## config.mk

```make
export PLATFORM = sky130hd
export DESIGN_NAME = nsct_front
export DESIGN_NICKNAME = d
export VERILOG_FILES = /design/src/rtl/nsct_pkg.sv /design/src/rtl/nsct_front.sv
export SDC_FILE = /design/constraint.sdc
export NUM_CORES = 1
export LEC_CHECK = 0
export BUFFER_PORTS_ARGS = -buffer_cell sky130_fd_sc_hd__buf_2
export CELL_PAD_IN_SITES_DETAIL_PLACEMENT = 0
export CELL_PAD_IN_SITES_GLOBAL_PLACEMENT = 2
export CORE_MARGIN = 2
export CORE_UTILIZATION = 10
export DETAILED_ROUTE_END_ITERATION = 10
export PLACE_DENSITY_LB_ADDON = 0.15
export SYNTH_ARGS = -nofsm -noshare
export SYNTH_HDL_FRONTEND = slang
export SYNTH_SLANG_ARGS = --single-unit
export TNS_END_PERCENT = 10
```

## constraint.sdc

```tcl
create_clock -name vclk -period 1.8
set_input_delay 0.36 -clock vclk [all_inputs]
set_output_delay 0.36 -clock vclk [all_outputs]
set_load 0.005 [all_outputs]
```

## src/rtl/nsct_pkg.sv

```systemverilog
// Shared types, codes and helpers for the named counting semaphore table.
// Depends on nothing; used by every module of the block.
package nsct_pkg;

    localparam int ID_W    = 8;
    localparam int NAME_W  = 64;
    localparam int VALUE_W = 32;
    localparam int PIDIN_W = 8;

    localparam logic [2:0] MODE_OPEN  = 3'd0;
    localparam logic [2:0] MODE_WAIT  = 3'd1;
    localparam logic [2:0] MODE_POST  = 3'd2;
    localparam logic [2:0] MODE_CLOSE = 3'd3;
    localparam logic [2:0] MODE_SET   = 3'd4;
    localparam logic [2:0] MODE_PURGE = 3'd5;

    localparam logic [1:0] KIND_REPLY     = 2'd0;
    localparam logic [1:0] KIND_WAKE_OK   = 2'd1;
    localparam logic [1:0] KIND_WAKE_FAIL = 2'd2;

    localparam logic [1:0] ST_DONE   = 2'd0;
    localparam logic [1:0] ST_QUEUED = 2'd1;
    localparam logic [1:0] ST_ERROR  = 2'd2;

    localparam logic [15:0] REFS_MAX  = 16'hFFFF;
    localparam logic [31:0] COUNT_MAX = 32'h7FFF_FFFF;

    typedef enum logic [2:0] {
        OP_OPEN,
        OP_WAIT,
        OP_POST,
        OP_CLOSE,
        OP_SET,
        OP_PURGE,
        OP_BAD
    } op_t;

    typedef struct packed {
        op_t                 op;
        logic                open_bad;
        logic [ID_W-1:0]     id;
        logic [NAME_W-1:0]   name;
        logic [VALUE_W-1:0]  value;
        logic [PIDIN_W-1:0]  pid;
    } cmd_t;

    typedef struct packed {
        logic [1:0] kind;
        logic [1:0] status;
        logic [3:0] slot;
        logic [7:0] woken_pid;
        logic       last;
    } res_t;

    function automatic res_t make_res(logic [1:0] k, logic [1:0] st, logic [3:0] sl,
                                      logic [7:0] w, logic l);
        res_t r;
        r.kind      = k;
        r.status    = st;
        r.slot      = sl;
        r.woken_pid = w;
        r.last      = l;
        return r;
    endfunction

endpackage

```

## src/rtl/nsct_front.sv

```systemverilog
// Front end: takes a command item, normalises name and pid, classifies the mode.
// Depends on nsct_pkg.
module nsct_front #(
    parameter int NAME_BYTES = 8,
    parameter int PID_BITS   = 8
) (
    input  logic                         start,
    input  logic                         busy,
    input  logic [2:0]                   mode,
    input  logic [nsct_pkg::ID_W-1:0]    sem_id,
    input  logic [nsct_pkg::NAME_W-1:0]  name,
    input  logic signed [nsct_pkg::VALUE_W-1:0] value,
    input  logic [nsct_pkg::PIDIN_W-1:0] pid,
    output logic                         push,
    output nsct_pkg::cmd_t               cmd
);
    import nsct_pkg::*;

    localparam logic [PIDIN_W-1:0] PID_MASK = PIDIN_W'((17'd1 << PID_BITS) - 17'd1);

    logic [NAME_W-1:0] norm_name;
    logic              alive;
    op_t               op;

    // Bytes from the first zero byte onwards are dropped.
    always_comb
    begin
        norm_name = '0;
        alive     = 1'b1;
        for (int i = 0; i < NAME_BYTES; i++)
        begin
            if (name[8*i +: 8] == 8'd0)
                alive = 1'b0;
            if (alive)
                norm_name[8*i +: 8] = name[8*i +: 8];
        end
    end

    always_comb
    begin
        unique case (mode)
            MODE_OPEN:  op = OP_OPEN;
            MODE_WAIT:  op = OP_WAIT;
            MODE_POST:  op = OP_POST;
            MODE_CLOSE: op = OP_CLOSE;
            MODE_SET:   op = OP_SET;
            MODE_PURGE: op = OP_PURGE;
            default:    op = OP_BAD;
        endcase
    end

    assign push          = start && !busy;
    assign cmd.op        = op;
    assign cmd.open_bad  = (norm_name == '0) || value[VALUE_W-1];
    assign cmd.id        = sem_id;
    assign cmd.name      = norm_name;
    assign cmd.value     = value;
    assign cmd.pid       = pid & PID_MASK;

endmodule

```

# After elaboration in Yosys (flattened, before gate mapping)
# Index checks and enable logic that the tools add are counted.
# word_totals
rom_bits	0
latch_bits	0
mem_count	0
register_bits	0
mem_bits_rw	0
input_bits	117
# classes
addsub	0
shift	0
bitwise_logic	0
reduce_logical	13
n_eq_ne	5
n_mux	17
n_div	0
mul	0
order_cmp	0
# op_table
operator	count
$logic_not 64->1	1
$logic_not 8->1	8
$mux 8	8
$pmux 3 s6	1
$mux 1	8
$eq 3x2->1 const B	2
$eq 3x3->1 const B	2
$eq 3x1->1 const B	1
$logic_not 3->1	1
$logic_and 1x1->1	1
$logic_not 1->1	1
$logic_or 1x1->1	1

# Longest topological paths before layout
# depth
depth_word	12
depth_mapped	6
mapped_depth_nobuf	4

# Least setup slack after synthesis
# Ideal clock, no wire load.
# synth_timing
path_type	input-to-output
startpoint	input port name[8] in the netlist's numbering
endpoint	output port cmd[66] in the netlist's numbering
cell_stages	5
t_arrival_ns	1.194
n_path_buf	1
slack_ns	0.246
cell_sequence	nor4_1 nand2_1 and2_4 buf_6 and3_1
# synth_rtl
item	line	source
from (decl)	nsct_front.sv:11	input logic [nsct_pkg::NAME_W-1:0] name,
to (decl)	nsct_front.sv:15	output nsct_pkg::cmd_t cmd

==> results by group <==
Status
  – Outcome: finished clean

Power
  – Net switching power of the design: 0.147 mW
  – Part of the power in registers: 0
  – Clock share of power: 0
  – Max IR drop VDD: 0.0000541 V
  – Power Density: 167 nW/µm²
  – Part of the power in combinational logic: 1.000
  – Tot Pwr: 0.333 mW
  – Static power due to leakage: 1.06 nW
  – Sw Ratio: 0.442
  – Internal power summed over all cells: 0.186 mW

Synth
  – Average cell area after synthesis: 5.87 µm²
  – Part of the Yosys area used for sequential elements: 0
  – Synthesized area: 1070 µm²
  – Mapped Cells: 183
  – Warnings from Yosys: 0
  – Cells taking the most area after synthesis: sky130_fd_sc_hd__buf_4 34%, sky130_fd_sc_hd__nor4_1 13%, sky130_fd_sc_hd__and2_1 9.3%
  – Distinct cell type count of the synthesized netlist: 18
  – Total nets after synthesis: 300
  – Post-synthesis cell type with the largest combined area: sky130_fd_sc_hd__buf_4
  – Area fraction of the dominant cell type after synthesis: 0.342

Layout
  – Core Util, Final: 0.192
  – Area taken by flip-flops and latches: 0 µm²
  – Flip-flop and latch count: 0
  – Relative area change from synthesis to final layout: 85.0%
  – Diodes inserted: 0
  – Post-route cell area: 1990 µm²
  – CLK BUF: 0
  – Net count, final: 392
  – Ratio of cells with drive above 1 in the final layout: 0.703

Critical path
  – Kind of capture point of the worst setup path: output port
  – Worst Path Class, Setup: in -> out
  – Data required time at the worst endpoint: 1.44 ns
  – Type of origin of the critical path: input port
  – Maximum fanout along the worst path: 8
  – Worst Path Arrival: 1.42 ns

STA
  – Worst slew margin relative to its limit: 0.806
  – Number of setup violations in the final report: 0
  – Smallest hold slack: 0.720 ns
  – Achievable clock frequency: 562 MHz
  – Post-route clock period utilization: 0.989
  – Number of hold-slack violations in the final timing report: 0
  – Minimum clock period after layout: 1.78 ns
  – Actual transition at the worst max-transition pin: 0.289 ns
  – Total count of max-transition violations in the final report: 0
  – Unrepaired setup endpoints after global routing: true

Floorplan
  – Die Width: 108 µm
  – Die boundary height: 108 µm
  – Die Footprint: 11600 µm²
  – Starting density of the core: 0.104
  – Floorplan Core Area: 10400 µm²
  – Count of standard-cell rows: 37
  – IO Count: 234

Detailed routing
  – Wire length per cell: 13.1 µm
  – Pre-Repair DR Iteration Count: 3
  – DR vias/cell: 3.75
  – Initial DRC Count: 40
  – Count of antenna-violating nets left after detailed routing: 0
  – Final WL: 5360 µm
  – DRC Markers: 0
  – Vias: 1532

Global routing
  – Antenna violations before repair: 0
  – Number of global-route vias before repair: 1485
  – GRT overflow: 0
  – Pin count of the biggest net entering global routing: 22
  – GRT Overall Usage: 0.0800
  – Wire length of the first global-routing pass: 7490 µm

Place
  – Number of input and output port buffers inserted: 140
  – Post-DP HPWL: 4400 µm
  – Area after detailed placement: 1640 µm²
  – Routability-driven placement congestion ratio: 0.656

Clock tree
  – Hold-fix buffer count after cts: 0

Min path
  – Worst hold path class: in -> out

Flow run
  – Maximum Capacitance Violations: 0
layout by cell type (no fill, tap or decap):
cell type,instances
sky130_fd_sc_hd__and2_4,4
sky130_fd_sc_hd__nand3_1,14
sky130_fd_sc_hd__nor4_2,7
sky130_fd_sc_hd__nor3_2,1
sky130_fd_sc_hd__nand2_8,1
sky130_fd_sc_hd__nor2b_1,1
sky130_fd_sc_hd__nor2_1,16
sky130_fd_sc_hd__nand2_1,19
sky130_fd_sc_hd__buf_4,10
sky130_fd_sc_hd__a21boi_0,1
sky130_fd_sc_hd__nand2b_1,1
sky130_fd_sc_hd__buf_12,3
sky130_fd_sc_hd__buf_2,128
sky130_fd_sc_hd__and2_1,14
sky130_fd_sc_hd__nand2_4,1
sky130_fd_sc_hd__buf_6,14
sky130_fd_sc_hd__nor4_1,5
sky130_fd_sc_hd__nand3_2,2
sky130_fd_sc_hd__and3_4,5
sky130_fd_sc_hd__nand2_2,6
sky130_fd_sc_hd__nor3_1,7
sky130_fd_sc_hd__and3_1,3
sky130_fd_sc_hd__nor4_4,10
final timing paths:
| path | slack (ns) | endpoint | start | depth (start not counted) |
|---|---|---|---|---|
| max | 0.02 | cmd[70] | name[5] | 6 |
| min | 0.72 | cmd[111] | sem_id[7] | 0 |
what timing repair did:
action	in CTS	in global routing
cloned	0	1
setup buffers	1	0
setup endpoints to repair	56	56
pin swaps	2	13
resized for setup	22	40
worst max-delay path: stages:
cell                      delay, ns
sky130_fd_sc_hd__buf_6         0.10
sky130_fd_sc_hd__nor4_4        0.29
sky130_fd_sc_hd__nand2_2       0.15
sky130_fd_sc_hd__and2_4        0.23
sky130_fd_sc_hd__and3_4        0.19
sky130_fd_sc_hd__buf_6         0.11
synth_stat cells, types with 2 or more instances:
cell,instances
sky130_fd_sc_hd__and3_1,8
sky130_fd_sc_hd__and2_1,16
sky130_fd_sc_hd__nor3_1,8
sky130_fd_sc_hd__buf_4,49
sky130_fd_sc_hd__clkbuf_1,10
sky130_fd_sc_hd__buf_6,3
sky130_fd_sc_hd__nand3_1,15
sky130_fd_sc_hd__nor2_1,16
sky130_fd_sc_hd__buf_2,4
sky130_fd_sc_hd__nand2_2,2
sky130_fd_sc_hd__nand2_1,24
sky130_fd_sc_hd__nor4_1,22
power groups by stage:
stage	combinational, mW	sequential [mW]	clock, mW
CTS	0.299	0	0
finish	0.333	0	0
global route	0.368	0	0
detailed placement	0.270	0	0
global placement	0.276	0	0
floorplan	0.178	0	0
per-stage QoR:
stage               cells  TNS (ns)  setup slack, ns
floorplan             183         0            0.246
global placement      408     -8.39           -0.182
detailed placement    408     -7.65           -0.181
CTS                   409    -0.530          -0.0459
global route          409     -1.22          -0.0543
finish                409         0           0.0195
layout make-up:
class,instances,area (µm²)
Fill cell,1235,8380
Tap cell,136,170
Timing Repair Buffer,155,933
Multi-Input combinational cell,118,885
layer usage:
layer	vias to the layer above	part of all wire	track usage
li1	749	-	-
met1	678	0.37	0.0877
met2	89	0.52	0.162
met3	16	0.10	0.0109
met4	0	0.015	0.0137
met5	-	0	0
kinds of logic after synthesis:
group / synth area share
AO/OA/AOI/OAI: 0.00699
buffers and inverters: 0.427
AND/OR/NAND/NOR: 0.566
No activity file was read; power rests on OpenSTA's default activity.
