## src/rtl/nsct_pkg.sv

```systemverilog
// Shared types, codes and helpers for the named counting semaphore table.
// Depends on nothing; used by every module of the block.
package nsct_pkg;

    localparam int ID_W    = 8;
    localparam int NAME_W  = 64;
    localparam int VALUE_W = 32;
    localparam int PIDIN_W = 8;

    localparam logic [2:0] MODE_OPEN  = 3'd0;
    localparam logic [2:0] MODE_WAIT  = 3'd1;
    localparam logic [2:0] MODE_POST  = 3'd2;
    localparam logic [2:0] MODE_CLOSE = 3'd3;
    localparam logic [2:0] MODE_SET   = 3'd4;
    localparam logic [2:0] MODE_PURGE = 3'd5;

    localparam logic [1:0] KIND_REPLY     = 2'd0;
    localparam logic [1:0] KIND_WAKE_OK   = 2'd1;
    localparam logic [1:0] KIND_WAKE_FAIL = 2'd2;

    localparam logic [1:0] ST_DONE   = 2'd0;
    localparam logic [1:0] ST_QUEUED = 2'd1;
    localparam logic [1:0] ST_ERROR  = 2'd2;

    localparam logic [15:0] REFS_MAX  = 16'hFFFF;
    localparam logic [31:0] COUNT_MAX = 32'h7FFF_FFFF;

    typedef enum logic [2:0] {
        OP_OPEN,
        OP_WAIT,
        OP_POST,
        OP_CLOSE,
        OP_SET,
        OP_PURGE,
        OP_BAD
    } op_t;

    typedef struct packed {
        op_t                 op;
        logic                open_bad;
        logic [ID_W-1:0]     id;
        logic [NAME_W-1:0]   name;
        logic [VALUE_W-1:0]  value;
        logic [PIDIN_W-1:0]  pid;
    } cmd_t;

    typedef struct packed {
        logic [1:0] kind;
        logic [1:0] status;
        logic [3:0] slot;
        logic [7:0] woken_pid;
        logic       last;
    } res_t;

    function automatic res_t make_res(logic [1:0] k, logic [1:0] st, logic [3:0] sl,
                                      logic [7:0] w, logic l);
        res_t r;
        r.kind      = k;
        r.status    = st;
        r.slot      = sl;
        r.woken_pid = w;
        r.last      = l;
        return r;
    endfunction

endpackage

```

## src/rtl/nsct_cmdq.sv

```systemverilog
// Two-entry command queue between the front end and the executing back end.
// Depends on nsct_pkg.
module nsct_cmdq (
    input  logic           clk,
    input  logic           rst_n,
    input  logic           push,
    input  nsct_pkg::cmd_t push_data,
    input  logic           pop,
    output nsct_pkg::cmd_t pop_data,
    output logic           empty
);
    import nsct_pkg::*;

    cmd_t       entry_reg [2];
    logic       wr_ptr_reg, wr_ptr_next;
    logic       rd_ptr_reg, rd_ptr_next;
    logic [1:0] fill_reg, fill_next;

    always_comb
    begin
        wr_ptr_next = push ? !wr_ptr_reg : wr_ptr_reg;
        rd_ptr_next = pop  ? !rd_ptr_reg : rd_ptr_reg;
        fill_next   = fill_reg + 2'(push) - 2'(pop);
    end

    always_ff @(posedge clk or negedge rst_n)
    begin
        if (!rst_n)
        begin
            wr_ptr_reg <= 1'b0;
            rd_ptr_reg <= 1'b0;
            fill_reg   <= 2'd0;
        end
        else
        begin
            wr_ptr_reg <= wr_ptr_next;
            rd_ptr_reg <= rd_ptr_next;
            fill_reg   <= fill_next;
        end
    end

    always_ff @(posedge clk)
    begin
        if (push)
            entry_reg[wr_ptr_reg] <= push_data;
    end

    assign pop_data = entry_reg[rd_ptr_reg];
    assign empty    = (fill_reg == 2'd0);

endmodule

```

## config.mk

```make
export PLATFORM = sky130hd
export DESIGN_NAME = nsct_cmdq
export DESIGN_NICKNAME = d
export VERILOG_FILES = /design/src/rtl/nsct_pkg.sv /design/src/rtl/nsct_cmdq.sv
export SDC_FILE = /design/constraint.sdc
export NUM_CORES = 1
export LEC_CHECK = 0
export BUFFER_PORTS_ARGS = -buffer_cell sky130_fd_sc_hd__buf_2
export CORE_AREA = 2 2 151 153
export CTS_BUF_LIST = sky130_fd_sc_hd__clkbuf_16
export CTS_CLUSTER_SIZE = 28
export DETAILED_ROUTE_END_ITERATION = 10
export DIE_AREA = 0 0 153 155
export GPL_ROUTABILITY_DRIVEN = 0
export PLACE_DENSITY_LB_ADDON = 0.12
export SYNTH_ARGS = -nofsm -noshare
export SYNTH_HDL_FRONTEND = slang
export SYNTH_SLANG_ARGS = --single-unit
```

## constraint.sdc

```tcl
create_clock -name clk -period 6.2 [get_ports clk]
set_input_delay 0.62 -clock clk [delete_from_list [all_inputs] [get_ports clk]]
set_output_delay 0.62 -clock clk [all_outputs]
set_load 0.02 [all_outputs]
```

Word level (Yosys, flattened, before mapping)
Memory sizes are Yosys's and may differ from the RTL's.
Cells that the tools add are included.
{ "classes": {"n_mux": 2, "add_sub_neg": 2, "n_reduce_logical": 3} }
{ "ops": {"columns": ["operator", "count"], "rows": [
  ["$add 2x1->2", 1],
  ["$logic_not 1->1", 2],
  ["$logic_not 2->1", 1],
  ["$mux 1", 2],
  ["$sub 2x1->2", 1]
]} }
{ "word_totals": {"mem_count": 1, "output_inout_bits": 117, "input_bits": 120, "ram_bits": 232, "ff_bits": 4} }
{ "mem_list": {"columns": ["memory", "depth", "width", "rd", "rd_clocked_by_memory_dff", "write_ports", "line", "text"], "rows": [
  ["entry_reg", 2, 116, 1, 0, 1, "nsct_cmdq.sv:14", "cmd_t entry_reg [2];"]
]} }

Depth between registers and ports, before layout
Gate-level depths: netlist of run 1.
{ "depth": {"word_depth": 2, "depth_mapped": 5, "mapped_depth_nobuf": 5} }

Worst setup path before layout of run 1
OpenSTA, ideal clock, no wires.
{ "synth_path": {"path_kind": "in2reg", "from": "input push", "to": "memory entry_reg[0][0] (netlist bit), enable pin", "setup_ns": 0.606, "n_path_buf": 0, "t_required_ns": 5.594, "t_arrival_ns": 5.656, "path_slack_ns": -0.062, "cell_stages": 1, "path_cell_list": "nor2b_1"} }
{ "synth_between": {"elab_chain_len": 2} }
{ "synth_lines": {"columns": ["element", "line", "text"], "rows": [
  ["start, declared", "nsct_cmdq.sv:6", "input logic push,"],
  ["$mux 1", "nsct_cmdq.sv:44", "if (push)"],
  ["$mux 1 (not written as such)", "nsct_cmdq.sv:45", "entry_reg[wr_ptr_reg] <= push_data;"],
  ["end, declared", "nsct_cmdq.sv:14", null]
]} }
Every way passes these cells.

==> qor.csv, run 1 <==
stage,metric,value,unit
status,outcome,"complete, no violations",
sta,Final Hold Fails,0,
sta,part of the cycle the worst path needs,57.9,%
logic_synthesis,"Avg Cell Area, Syn",23.1,um^2
logic_synthesis,Post-synth top cells,"edfxtp_1, mux2_2, mux2_4",
final_layout,fin area,10900,um^2
setup_path,Startpoint Class,register,
final_layout,area grow syn2layout,26.2,%
setup_path,largest fanout on the critical path,74,
clock_network,CTS root buffer,clkbuf_16,
clock_network,CTS Buf Count,26,
clock_network,Post-CTS Resized,0,
setup_path,WP data required,5580,ps
sta,Clock Skew,8.04,ps
final_layout,final core utilization,49.2,%
power_and_ir_drop,maximum VDD drop,0.000288,V
floorplan,Core Region,22200,um^2
setup_path,"Arr. time, crit path",2970,ps
grt,initial antenna violation count,3,
power_and_ir_drop,leakage power,0.00424,uW
logic_synthesis,dominant cell type by area after synthesis,edfxtp_1,
logic_synthesis,Async SR Flop Fraction,1.69,%
grt,largest net degree at the start of global routing,75,
routing,first drt pass iteration count,4,
sta,Setup TNS Final,0,ps
routing,DR WL/cell,17.7,um
logic_synthesis,YS warnings,0,
placement,Port Buffers,236,
sta,Slew @ Worst Pin,1040,ps
logic_synthesis,Synth Instances,375,
setup_path,crit path kind,reg -> out,
sta,crit path time final,3590,ps
grt,first-pass GRT wire length,24.5,mm
floorplan,IO Count,237,
sta,endpoints failing setup,0,
final_layout,share of cells above drive strength 1,60.7,%
clock_network,Worst-path clk slew,60,ps
clock_network,later-pin clock latency in the skew report,510,ps
routing,drt drc,0,
sta,unrepaired setup endpoints after global routing,false,
final_layout,# nets final,753,
grt,vias in the first global route,4601,
setup_path,Crit. End Element,output port,
floorplan,num rows,55,
grt,gr usage total,13.2,%
clock_network,CTS tree,built,
logic_synthesis,"EDFF count, synth",232,
logic_synthesis,Synth Cell Area,8670,um^2
sta,Worst slew margin,30.7,%
routing,Routed Antenna Nets,0,
logic_synthesis,"count leader, synth",edfxtp_1,
routing,total number of vias,4367,
routing,final wirelength,16.6,mm
power_and_ir_drop,pwr dens,477,nW/um^2
clock_network,Max Buffers Root-to-Sink,3,
placement,hpwl dp,10.6,mm
sta,Final WS setup,2610,ps
logic_synthesis,#FFs+latches synth,236,
logic_synthesis,Syn Nets,497,
logic_synthesis,Synth cell types,13,
logic_synthesis,register area share after synthesis,81.5,%
floorplan,die area,23700,um^2
logic_synthesis,Synth top area share,80.3,%
sta,maximum clock rate,0.279,GHz
floorplan,Starting Density,39.0,%
min_path,Hold Crit Class,in -> reg,
placement,"Cell Area, Placed",10200,um^2
grt,GRT overflow,0,
placement,Setup WS pre-CTS,3070,ps
sta,fin. max-slew vios,0,
clock_network,TritonCTS sink count,236,
logic_synthesis,dominant synthesized flop cell,edfxtp_1,
logic_synthesis,"top cells by area, synth","edfxtp_1, mux2_2, mux2_4",
clock_network,CTS H-tree lvls,1,
routing,Starting DRT DRC Count,135,
run,Max Cap Viol,0,
final_layout,max FFs per register,232,
routing,DR vias/cell,4.66,
floorplan,die width,153,um
floorplan,DIE HEIGHT,155,um
sta,worst hold margin,288,ps
[cells by family (layout without fill, tap and decap cells)]
logic type               count (synthesis)  count (layout)  synth area share, %
AND/OR/NAND/NOR                          3               3                0.188
multiplexers                           116             116                 16.4
XOR/XNOR                                 3               3                0.476
buffers and inverters                   15             291                 1.20
flip-flops                             236             236                 81.5
other                                    0               2                    0
adder cells (fa/ha/maj)                  2               2                0.289
[routing by layer]
layer	share of wire, %	vias up	GRT usage, %
li1	-	2012	-
met1	40	2149	16.1
met2	49	173	22.4
met3	8.4	31	5.01
met4	2.2	2	3.48
met5	0.078	-	0
[layout make-up]
type                            count  area, um^2
Timing Repair Buffer              241        1220
Antenna cell                        2        5.00
Inverter                            2        7.51
Fill cell                        1904       11300
Tap cell                          285         357
Clock buffer                       27         676
Multi-Input combinational cell    124        1510
Clock inverter                     21        98.8
Sequential cell                   236        7070
[power breakdown]
| part | internal [uW] | total, uW | switching (uW) |
|---|---|---|---|
| Combinational | 667 | 1570 | 903 |
| Sequential | 2120 | 2280 | 163 |
| Clock | 785 | 1360 | 578 |
[worst paths after layout]
| check | startpoint | end | slack [ps] | cells after the start |
|---|---|---|---|---|
| worst max-delay path | rd_ptr_reg | pop_data[60] | 2610 | 3 |
| worst min-delay path | push_data[10] | entry_reg[0][10] | 290 | 1 |
| worst max register to register | wr_ptr_reg | entry_reg[1][22] | 3870 | 2 |
| worst min register to register | wr_ptr_reg | wr_ptr_reg | 550 | 1 |
| max in group asynchronous | rst_n | rd_ptr_reg | 5600 | 2 |
| min in group asynchronous | rst_n | wr_ptr_reg | 460 | 2 |
[through the flow]
stage | instances | total power [uW]
after CTS | 936 | 5310
after global placement | 887 | 3890
final | 938 | 5220
after detailed placement | 887 | 3930
after global routing | 936 | 5480
after floorplan | 375 | 3450
[cell usage in the layout, fill, tap and decap left out, types with 2 or more instances in the layout]
cell	count
ha_1	2
clkinv_2	7
buf_4	4
edfxtp_1	232
diode_2	2
inv_1	9
clkbuf_16	27
dfrtp_1	3
mux2_4	30
mux2_2	86
xor2_1	2
buf_2	236
clkinv_1	5
[worst max-delay path: stages, from the launching register on]
cell and delay (ps):
dfrtp_4 1110, buf_4 740, mux2_2 420, buf_2 160
[timing repair]
item	CTS	global route
hold buffers	1	0
endpoints found under the hold margin	4	0
setup buffers	0	0
Power figures use the tool's default switching activity.
==> run 2, diff against run 1 <==
clock period = 3.6 ns   (was 6.2 ns; I/O delays follow)
==> run 2 against run 1 <==
Clock skew up 3.4 ps. Die area unchanged. Cell count down 0.43%. Via count down 1.6%. Sequential share of layout area about the same. Sequential power up 69%. Wire length down 1.3%. Clock power up 65%. First-iteration DRC count down 1.5%. Critical endpoint unchanged.
==> qor.csv, run 2 (synthesis results as in run 1) <==
stage,metric,value,unit
routing,final wirelength,16.4,mm
floorplan,die area,23700,um^2
setup_path,Startpoint Class,register,
power_and_ir_drop,pwr dens,816,nW/um^2
placement,Port Buffers,236,
clock_network,CTS H-tree lvls,1,
sta,Final Hold Fails,0,
placement,Inst Count DP,891,
clock_network,Post-CTS Resized,0,
sta,endpoints failing setup,0,
final_layout,Antenna Cells,0,
sta,worst hold margin,43.8,ps
final_layout,area grow syn2layout,26.1,%
min_path,Hold Crit Class,in -> reg,
power_and_ir_drop,leakage power,0.00424,uW
grt,vias in the first global route,4587,
clock_network,CTS Buf Count,25,
sta,Slew @ Worst Pin,621,ps
final_layout,"commonest non-fill, non-tap cell in the layout",buf_2,
routing,Routed Antenna Nets,0,
clock_network,CTS root buffer,clkbuf_16,
grt,GRT overflow,0,
sta,part of the cycle the worst path needs,72.7,%
routing,DR WL/cell,17.5,um
final_layout,share of cells above drive strength 1,60.1,%
sta,Final WS setup,983,ps
final_layout,Fill cells,1893,
floorplan,Core Region,22200,um^2
clock_network,TritonCTS sink count,236,
setup_path,largest fanout on the critical path,49,
placement,Setup WS pre-CTS,1470,ps
grt,M2 GR Usage,22.0,%
sta,maximum clock rate,0.382,GHz
grt,initial antenna violation count,2,
grt,gr usage total,13.3,%
grt,GR peak layer,met2,
run,Max Cap Viol,0,
clock_network,Max Buffers Root-to-Sink,3,
sta,Setup TNS Final,0,ps
floorplan,DIE HEIGHT,155,um
status,outcome,"complete, no violations",
final_layout,final core utilization,49.2,%
final_layout,most frequent cells in the layout,"buf_2, edfxtp_1, mux2_2, mux2_4, clkbuf_16",
floorplan,die width,153,um
routing,DR vias/cell,4.60,
routing,drt drc,0,
setup_path,Crit. End Element,output port,
routing,total number of vias,4296,
final_layout,final non-filler cell total,934,
final_layout,# nets final,756,
floorplan,num rows,55,
power_and_ir_drop,maximum VDD drop,0.000387,V
sta,unrepaired setup endpoints after global routing,false,
grt,first-pass GRT wire length,24.9,mm
clock_network,cts-stage hold buffer count,1,
final_layout,max FFs per register,232,
clock_network,Worst-path clk slew,60,ps
sta,fin. max-slew vios,0,
clock_network,Post-CTS Setup Bufs,0,
setup_path,WP data required,3240,ps
sta,crit path time final,2620,ps
routing,first drt pass iteration count,4,
clock_network,later-pin clock latency in the skew report,500,ps
grt,largest net degree at the start of global routing,54,
grt,met1 usage,16.6,%
setup_path,crit path kind,reg -> out,
grt,grt met3 use,5.13,%
sta,Clock Skew,11.4,ps
placement,hpwl dp,10.9,mm
sta,Worst slew margin,58.5,%
routing,Starting DRT DRC Count,133,
floorplan,IO Count,237,
floorplan,Starting Density,39.0,%
clock_network,CTS tree,built,
setup_path,"Arr. time, crit path",2260,ps
==> run 2: cell types whose count changed in the layout (fill, tap and decap cells not counted), sizes merged <==
cell / change
buf: +4
clkinv: -5
clkbuf: -2
diode: -2
inv: +1
clkinvlp: -1
bufinv: +1
==> run 2: metal layers <==
| layer | share of wire [%] | vias to the layer above |
|---|---|---|
| li1 | - | 2003 |
| met4 | 2.4 | 0 |
| met1 | 40 | 2082 |
| met3 | 9.8 | 30 |
| met2 | 47 | 181 |
| met5 | 0 | - |
==> run 2: layout make-up <==
type,instances,area (um^2),area share (%)
Inverter,2,7.51,0.0686
Multi-Input combinational cell,124,1510,13.8
Tap cell,285,357,3.26
Clock inverter,17,91.3,0.835
Sequential cell,236,7070,64.6
Clock buffer,25,626,5.72
Timing Repair Buffer,245,1280,11.7
==> run 2: path summary, 6_finish.rpt <==
check	start	to	slack, ps	cells after the start
max	rd_ptr_reg	pop_data[60]	980	3
min	push_data[47]	entry_reg[0][47]	40	1
max reg2reg	wr_ptr_reg	entry_reg[0][44]	1730	2
min reg2reg	wr_ptr_reg	wr_ptr_reg	540	1
max in group asynchronous	rst_n	rd_ptr_reg	3250	2
min in group asynchronous	rst_n	fill_reg[0]	210	2
==> run 2: critical path, cell delays in order, from the launching register on <==
cell,delay [ps]
dfrtp_4,790
buf_12,330
mux2_2,390
buf_2,160
==> run 2: through the flow <==
step | instance area [um^2] | total power [uW]
finish | 10900 | 8920
global route | 10900 | 9360
CTS | 10900 | 9070
detailed placement | 10200 | 6810
global placement | 10200 | 6760
floorplan | 8680 | 5920
==> run 2: where the power goes <==
part / internal [uW] / switching [uW] / leakage, uW
Clock: 1310 / 934 / 0.000383
Combinational: 1180 / 1650 / 0.00163
Sequential: 3650 / 202 / 0.00222
Total: 6140 / 2780 / 0.00424
